<file path="config.mk">
export PLATFORM = sky130hd
export DESIGN_NAME = hvsd_cell
export DESIGN_NICKNAME = d
export VERILOG_FILES = /design/src/hvsd_pkg.sv /design/src/hvsd_cell.sv
export SDC_FILE = /design/constraint.sdc
export NUM_CORES = 1
export LEC_CHECK = 0
export BUFFER_PORTS_ARGS = -buffer_cell sky130_fd_sc_hd__clkbuf_2
export CAP_MARGIN = 5
export CORE_AREA = 4 4 234 236
export CTS_CLUSTER_SIZE = 10
export DETAILED_ROUTE_END_ITERATION = 16
export DIE_AREA = 0 0 238 240
export GPL_TIMING_DRIVEN = 0
export PLACE_DENSITY = 0.84
export SLEW_MARGIN = 40
export SYNTH_ARGS = -nofsm -noshare
export SYNTH_HDL_FRONTEND = slang
export SYNTH_SLANG_ARGS = --single-unit
</file>
<file path="constraint.sdc">
create_clock -name clk -period 11 [get_ports clk]
set_input_delay 0.55 -clock clk [delete_from_list [all_inputs] [get_ports clk]]
set_output_delay 0.55 -clock clk [all_outputs]
set_load 0.03 [all_outputs]
</file>
<file path="src/hvsd_pkg.sv">
package hvsd_pkg;

	localparam int unsigned NUM_STATES  = 8;
	localparam int unsigned NUM_SYMBOLS = 32;
	localparam int unsigned ST_W        = 3;
	localparam int unsigned ROW_W       = 3;
	localparam int unsigned COL_W       = 5;
	localparam int unsigned SYM_W       = 5;
	localparam int unsigned KIND_W      = 2;
	localparam int unsigned WGT_W       = 16;
	localparam int unsigned MET_W       = 18;
	localparam int unsigned POS_W       = 6;

	localparam logic [KIND_W-1:0] KIND_SYMBOL = 2'd0;
	localparam logic [KIND_W-1:0] KIND_INIT   = 2'd1;
	localparam logic [KIND_W-1:0] KIND_TRANS  = 2'd2;
	localparam logic [KIND_W-1:0] KIND_EMIT   = 2'd3;

	typedef logic signed [WGT_W-1:0] weight_t;
	typedef logic signed [MET_W-1:0] metric_t;
	typedef logic [ST_W-1:0]         st_t;

	localparam weight_t W_IMP = 16'sh8000;
	localparam metric_t M_IMP = -18'sd32768;
	localparam int      FLOOR = -32767;

	// Control word broadcast from the sequencer to every cell.
	typedef struct packed {
		logic                wr_init;
		logic                wr_trans;
		logic                wr_emit;
		logic [ROW_W-1:0]    row;
		logic [COL_W-1:0]    col;
		weight_t             weight;
		logic [SYM_W-1:0]    sym;
		logic                ld_pm;
		logic                ld_next;
		logic                first;
		logic                step;
		logic                shift;
		logic                norm;
		logic                clr;
	} cell_ctl_t;

	// Sum of a metric and two weights; any impossible term, or a sum below the floor,
	// gives the impossible value.
	function automatic metric_t sum3(metric_t a, weight_t b, weight_t c);
		logic signed [MET_W+1:0] s;
		s = (MET_W+2)'(a) + (MET_W+2)'(b) + (MET_W+2)'(c);
		if (a == M_IMP || b == W_IMP || c == W_IMP)
			return M_IMP;
		else if (s < FLOOR)
			return M_IMP;
		else
			return MET_W'(s);
	endfunction

endpackage

</file>
<file path="src/hvsd_cell.sv">
module hvsd_cell #(
	parameter int unsigned IDX = 0
) (
	input  logic                clk,
	input  logic                arst_n,
	input  hvsd_pkg::cell_ctl_t ctl,
	input  hvsd_pkg::metric_t   top,
	input  hvsd_pkg::metric_t   ring_in,
	output hvsd_pkg::metric_t   ring_out,
	output hvsd_pkg::st_t       bp
);
	import hvsd_pkg::*;

	weight_t init_q;
	weight_t trans_q [NUM_STATES];
	weight_t emit_q  [NUM_SYMBOLS];
	metric_t pm_q;
	metric_t ring_q;
	metric_t best_q;
	st_t     arg_q;
	st_t     src_q;

	weight_t                 em;
	metric_t                 cand;
	metric_t                 first_val;
	logic                    better;
	logic signed [MET_W:0]   diff;

	assign em        = emit_q[ctl.sym];
	assign cand      = sum3(ring_q, trans_q[src_q], em);
	assign first_val = sum3('0, init_q, em);
	assign better    = (cand != M_IMP) && ((best_q == M_IMP) || (cand > best_q) ||
		((cand == best_q) && (src_q < arg_q)));
	assign diff      = (MET_W+1)'(best_q) - (MET_W+1)'(top);

	assign ring_out = ring_q;
	assign bp       = arg_q;

	always_ff @(posedge clk or negedge arst_n) begin
		if (!arst_n) begin
			pm_q <= '0;
		end else if (ctl.clr) begin
			pm_q <= '0;
		end else if (ctl.norm) begin
			if (top != M_IMP && best_q != M_IMP)
				pm_q <= (diff < FLOOR) ? M_IMP : MET_W'(diff);
			else
				pm_q <= best_q;
		end
	end

	always_ff @(posedge clk) begin
		if (ctl.wr_init && ctl.row == ROW_W'(IDX))
			init_q <= ctl.weight;
		if (ctl.wr_trans && ctl.col == COL_W'(IDX))
			trans_q[ctl.row] <= ctl.weight;
		if (ctl.wr_emit && ctl.row == ROW_W'(IDX))
			emit_q[ctl.col] <= ctl.weight;

		if (ctl.ld_pm) begin
			ring_q <= pm_q;
			best_q <= M_IMP;
			arg_q  <= '0;
			src_q  <= ST_W'(IDX);
		end else if (ctl.first) begin
			best_q <= first_val;
			arg_q  <= '0;
		end else if (ctl.step) begin
			if (better) begin
				best_q <= cand;
				arg_q  <= src_q;
			end
			ring_q <= ring_in;
			src_q  <= (src_q == ST_W'(NUM_STATES - 1)) ? '0 : src_q + 1'b1;
		end else if (ctl.ld_next) begin
			ring_q <= best_q;
		end else if (ctl.shift) begin
			ring_q <= ring_in;
		end
	end

endmodule

</file>
==> results of run 1 <==
==> metal layers <==
metal | share of wire (%) | up-vias | GRT usage [%]
met5 | 0.019 | - | 0
li1 | - | 8257 | -
met4 | 5.8 | 4 | 15.6
met1 | 33 | 10200 | 40.7
met2 | 50 | 1532 | 53.5
met3 | 11 | 329 | 6.86
==> where the power goes <==
group	switching [mW]	total (mW)	internal, mW	leakage (nW)
Combinational	1.17	1.87	0.705	4.79
Sequential	0.0909	3.17	3.08	6.55
Clock	1.03	2.39	1.36	1.08
==> cell usage after synthesis (all sizes together), types with 10 or more instances <==
| cell type | number |
|---|---|
| edfxtp | 674 |
| mux4 | 164 |
| nor2 | 128 |
| nand2 | 89 |
| ha | 75 |
| a21oi | 68 |
| o21ai | 63 |
| inv | 62 |
| mux2i | 57 |
| buf | 47 |
| clkbuf | 37 |
| nand3 | 33 |
| nor4 | 30 |
| xnor2 | 28 |
| dfxtp | 27 |
| nor3 | 27 |
| a21o | 25 |
| mux2 | 23 |
| fa | 21 |
| a221oi | 20 |
| dfrtp | 18 |
| nor2b | 16 |
| and3 | 15 |
| nor4b | 13 |
| a22oi | 12 |
| a31oi | 12 |
| nand2b | 12 |
| nand4 | 11 |
| o21bai | 10 |
| xor2 | 10 |
==> kinds of logic (layout without fill, tap and decap cells) <==
| logic type | count (synthesis) | after routing |
|---|---|---|
| XOR/XNOR | 38 | 38 |
| AND/OR/NAND/NOR | 411 | 411 |
| multiplexers | 244 | 244 |
| AO/OA/AOI/OAI | 297 | 297 |
| buffers and inverters | 148 | 377 |
| other | 0 | 1 |
| flip-flops | 719 | 719 |
| adder cells (fa/ha/maj) | 96 | 96 |
==> worst paths after layout <==
path                                               from                      to  slack [ns]
worst max-delay path                            ctl[11]  best_q[7]$_SDFFE_PP0P_        0.82
worst min-delay path                             ctl[0]    pm_q[13]$_DFFE_PN0P_        0.16
worst max register to register  emit_q[15][1]$_DFFE_PP_  best_q[7]$_SDFFE_PP0P_        1.46
worst min register to register       bp[0]$_SDFFE_PP0P_      bp[0]$_SDFFE_PP0P_        0.50
max in group asynchronous                        arst_n     pm_q[1]$_DFFE_PN0P_       10.22
min in group asynchronous                        arst_n    pm_q[16]$_DFFE_PN0P_        0.43
==> worst max-delay path, delay by kind of cell <==
kind / cells / cell delay, ns
mux: 4 / 1.44
compound gates: 16 / 4.35
fa+ha+maj: 3 / 1.31
simple gates: 3 / 0.78
buf+inv: 7 / 2.21
==> cell type report <==
class | count | area [sq um]
repair buffers | 129 | 977
inverters | 64 | 240
diodes | 1 | 2.50
plain buffers | 83 | 450
fillers | 3131 | 15800
clock buffers | 96 | 2140
clock inverters | 5 | 76.3
flip-flops and latches | 719 | 21200
multi-input cells | 1086 | 10700
well taps | 688 | 861
==> state kept, by name (all words and copies together) (netlist names), named ones only <==
name	count
init_q	16
trans_q	128
emit_q	512
src_q	3
best_q	18
bp	3
pm_q	18
ring_out	18
==> repair_timing <==
action / in CTS / in global routing
gates resized for setup: 0 / 1
setup endpoints to repair: 0 / 3
hold buffers: 1 / 0
hold endpoints to repair: 18 / 0
==> stage by stage <==
stage / hold slack (ns) / setup slack, ns / cell area [sq um] / std cells / power (mW)
6_report: 0.162 / 0.823 / 36600 / 2871 / 7.43
3_3_place_gp: 0.474 / 0.0529 / 33600 / 2734 / 4.94
3_5_place_dp: 0.494 / 0.0963 / 34400 / 2769 / 5.02
4_1_cts: 0.141 / 0.674 / 36600 / 2871 / 7.38
5_1_grt: 0.152 / 0.371 / 36600 / 2871 / 7.73
2_1_floorplan: 0.254 / 2.00 / 32300 / 1953 / 4.48
==> impl_metrics.tcl, run 1 <==
set metrics [dict create \
    die_h_um 240 \
    synthMuxAreaShare_pct 14.0 \
    finClkSkew_ns 0.0214 \
    synthCells 1953 \
    path_clk_slew_ns 0.06 \
    crit_arrival_ns 10.68 \
    worstPathMaxFanout 10 \
    area_growth_pct 13.6 \
    worstPathRequired_ns 11.50 \
    first_pass_iters 7 \
    final_common_cell "edfxtp_1" \
    rsz0062_at_grt "false" \
    synth_compound_area_share_pct 6.45 \
    dieArea_sq_mm 0.0571 \
    yosys_warnings 0 \
    io_pins 98 \
    synth_cell_type_count 79 \
    routabilityCongestion 0.962 \
    synth_top_area_share_pct 62.7 \
    maxCapViolCount 0 \
    via_per_inst 7.08 \
    finalNetCount 2338 \
    synth_edf_count 674 \
    drt_iter0_drc 3008 \
    hold_depth 2 \
    grt-ovfl-total 0 \
    initial_core_util_pct 61.5 \
    synthSimpleGateAreaFrac_pct 6.38 \
    synth_flop_cell "edfxtp_1" \
    syn-num-nets 2126 \
    synth_top_family_by_area "multiplexers" \
    hpwlAfterDp_mm 60.6 \
    numCtsBuffers 82 \
    cts_root_buffer "clkbuf_16" \
    end_kind "register" \
    setup_violations 0 \
    fmax_mhz 98.3 \
    clkSinkCount 719 \
    finalCoreUtilization_pct 69.9 \
    seq_area_frac_synth_pct 65.8 \
    portBuffers 93 \
    worst_path_max_delay_cell "o32ai_2" \
    synth_fa_ha_area_share_pct 4.21 \
    cts_tree "built" \
    period_share_pct 92.5 \
    critPathMaxStageDelay_ns 0.58 \
    htreeDepth 3 \
    drc_errors 0 \
    hold_violations 0 \
    chipWidth_um 238 \
    vias 20300 \
    routed_wirelength_mm 91.3 \
    hp-class "primary input to register" \
    postCtsSetupRepairBufs 0 \
    start_kind "primary input" \
    final_cell_mix "edfxtp_1 (674), mux4_2 (164), nor2_1 (90)" \
    grt_pass1_wl_mm 134 \
    status "completed" \
    wl_per_cell_um 31.8 \
    ys_ff_latch 719 \
    r2r.worst_path.cells 31 \
    p_per_area_mw_per_mm2 203 \
    yosys.area_share.xor_xnor_pct 1.03 \
    antenna_found_initial 5 \
    std_cell_rows 84 \
    clock_path_buffers 3 \
    timing.critical_path.mode_cell "buf_2" \
    drv_slew 0 \
    yosys-top-cells-area "edfxtp_1 (63%), mux4_2 (11%), ha_1 (2.9%)" \
    slew-limit-headroom_pct 39.4 \
    drive_gt1_share_pct 23.4 \
    grtUsageTotal_pct 32.1 \
    layout_min_cycle_time_ns 10.18 \
    clock_latency_ns 0.63 \
    core_area_sq_mm 0.0524 \
    synthesis.area_sq_mm 0.0323 \
    finalSetupTns_ns 0 \
    path_class "primary input to register" \
    avgSynthCellArea_sq_um 16.5 \
    grt_pass1_vias 20600 \
    tightest_slew_ns 0.906 \
    synth_top_cell_by_area "edfxtp_1" \
    antenna_left 0 \
    grt_max_degree 42 \
    peakVddDrop_mv 0.157 \
    p_leak_nw 12.4 \
    async_reset_ff_share_pct 2.50 \
]
Note: power is estimated with default switching activity, not from simulation.
==> inputs of run 2 (changes only) <==
Settings changed: CORE_AREA 4 4 234 236 to 4 4 192 287, DIE_AREA 0 0 238 240 to 0 0 196 291.
==> run 2 against run 1 <==
- global-route usage grew 1.4 points
- final area grew 0.49%
- sequential share of layout area shrank 0.28 points
- die area shrank 0.15%
- register-to-register slack gained 0.12 ns
- wire length grew 4.4%
- final cell count grew 0.24%
- fmax shrank 0.65%
- via count grew 0.32%
- clock skew grew 0.0051 ns
- sequential power is essentially flat
- critical path type unchanged
==> impl_metrics.tcl, run 2 (synthesized netlist as in run 1, its figures left out) <==
set metrics [dict create \
    largest_reg_flops 512 \
    std_cell_rows 103 \
    regMostFlops "emit_q" \
    slew-limit-headroom_pct 39.1 \
    portBuffers 93 \
    path_class "primary input to register" \
    io_pins 98 \
    wl_per_cell_um 33.1 \
    initial_core_util_pct 61.4 \
    die_h_um 291 \
    holdPathEnd "pm_q[7]$_DFFE_PN0P_" \
    vias 20400 \
    crit_arrival_ns 10.78 \
    dieArea_sq_mm 0.0570 \
    rr_endpoint "best_q[7]$_SDFFE_PP0P_" \
    clkSinkCount 719 \
    fillerInstances 3165 \
    cts_tree "built" \
    numCtsBuffers 82 \
    drv_slew 0 \
    drive_gt1_share_pct 23.7 \
    core_area_sq_mm 0.0526 \
    r2r_start "emit_q[15][1]$_DFFE_PP_" \
    reg.largest.list "emit_q x512, trans_q x128" \
    cts_root_buffer "clkbuf_16" \
    grt-ovfl-total 0 \
    r2r.worst_path.cells 31 \
    final_cell_mix "edfxtp_1 (674), mux4_2 (164), nor2_1 (90)" \
    routed_wirelength_mm 95.3 \
    grt_pass1_vias 21000 \
    rsz0062_at_grt "false" \
    critPathTopFamily "compound AO/OA/AOI/OAI gates" \
    setup_violations 0 \
    maxCapViolCount 0 \
    clock_latency_ns 0.64 \
    path_clk_slew_ns 0.06 \
    min_from "ctl[0]" \
    grt_pass1_wl_mm 139 \
    finClkSkew_ns 0.0265 \
    critPathMaxStageDelay_ns 0.61 \
    clock_path_buffers 3 \
    drt_iter0_drc 2807 \
    drc_errors 0 \
    area_growth_pct 14.1 \
    timing.critical_path.mode_cell "buf_2" \
    first_pass_iters 6 \
    routabilityCongestion 0.933 \
    p_per_area_mw_per_mm2 204 \
    start_kind "primary input" \
    critPathBufInv 7 \
    via_per_inst 7.08 \
    p_leak_nw 12.5 \
    finalNetCount 2344 \
    worstPathRequired_ns 11.53 \
    end_kind "register" \
    tightest_slew_ns 0.914 \
    layout_min_cycle_time_ns 10.24 \
    dpl_cell_area_sq_mm 0.0345 \
    hp-class "primary input to register" \
    period_share_pct 93.1 \
    status "completed" \
    fmax_mhz 97.6 \
    peakVddDrop_mv 0.190 \
    antenna_left 0 \
    hold_violations 0 \
    grtUsageTotal_pct 33.5 \
    chipWidth_um 196 \
    hpwlAfterDp_mm 64.2 \
    worstPathMaxFanout 10 \
    finalCoreUtilization_pct 70.0 \
    grt_max_degree 42 \
    final_common_cell "edfxtp_1" \
    worst_path_max_delay_cell "o32ai_2" \
    antenna_found_initial 3 \
    hold_depth 2 \
    final_area_sq_mm 0.0368 \
    htreeDepth 3 \
    regToRegSetupSlack_ns 1.58 \
]
run 2: cell count changes in the layout (fill, tap and decap cells not counted), sizes merged:
cell	delta
clkdlybuf4s15	-1
buf	+8
bufinv	+1
clkbuf	+3
clkinv	+2
run 2: where the power goes:
group,switching [mW],internal (mW)
registers,0.0958,3.08
clock network,1.05,1.39
logic,1.18,0.703
total,2.33,5.17
run 2: timing repair:
| item | 4_1_cts | 5_1_grt |
|---|---|---|
| endpoints found under the hold margin | 18 | 0 |
| setup endpoints to repair | 0 | 2 |
| hold buffers | 1 | 0 |
| gates resized for setup | 0 | 2 |
| setup buffers | 0 | 0 |
run 2: worst max path at each step:
stage / slack [ns] / cells after the start / endpoint / start
detailed placement: -0.04 / 33 / best_q[7]$_SDFFE_PP0P_ / ctl[7]
global route: 0.24 / 33 / best_q[6]$_SDFFE_PP0P_ / ctl[7]
finish: 0.76 / 33 / best_q[7]$_SDFFE_PP0P_ / ctl[11]
floorplan: 2.00 / 33 / best_q[3]$_SDFFE_PP0P_ / ctl[7]
CTS: 0.56 / 33 / best_q[7]$_SDFFE_PP0P_ / ctl[7]
global placement: 0.12 / 32 / best_q[3]$_SDFFE_PP0P_ / ctl[7]
run 2: area by class of cell:
cell class / count / area [sq um] / share of cell area [%]
multi-input combinational: 1086 / 10700 / 29.0
clock buffer: 100 / 2140 / 5.81
clock inverter: 8 / 150 / 0.408
timing repair buffer: 134 / 1080 / 2.95
antenna: 1 / 2.50 / 0.00680
buffer: 84 / 450 / 1.22
inverter: 64 / 240 / 0.652
sequential: 719 / 21200 / 57.7
tap: 682 / 853 / 2.32
run 2: layer usage:
metal  vias up  GRT usage (%)  routed length (um)
li1       8255              -                   -
met1     10100           38.1               29300
met2      1548           57.2               48900
met3       432           6.65                8900
met4         0           22.3                8170
met5         -              0                   0
run 2: per-stage QoR:
stage / power, mW / hold slack, ns / setup WS [ns] / TNS (ns) / std cells
CTS: 7.46 / 0.119 / 0.556 / 0 / 2877
detailed placement: 5.06 / 0.501 / -0.0411 / -0.0689 / 2768
finish: 7.50 / 0.140 / 0.756 / 0 / 2878
global route: 7.80 / 0.154 / 0.239 / 0 / 2877
floorplan: 4.48 / 0.254 / 2.00 / 0 / 1953
global placement: 5.00 / 0.484 / 0.119 / 0 / 2728
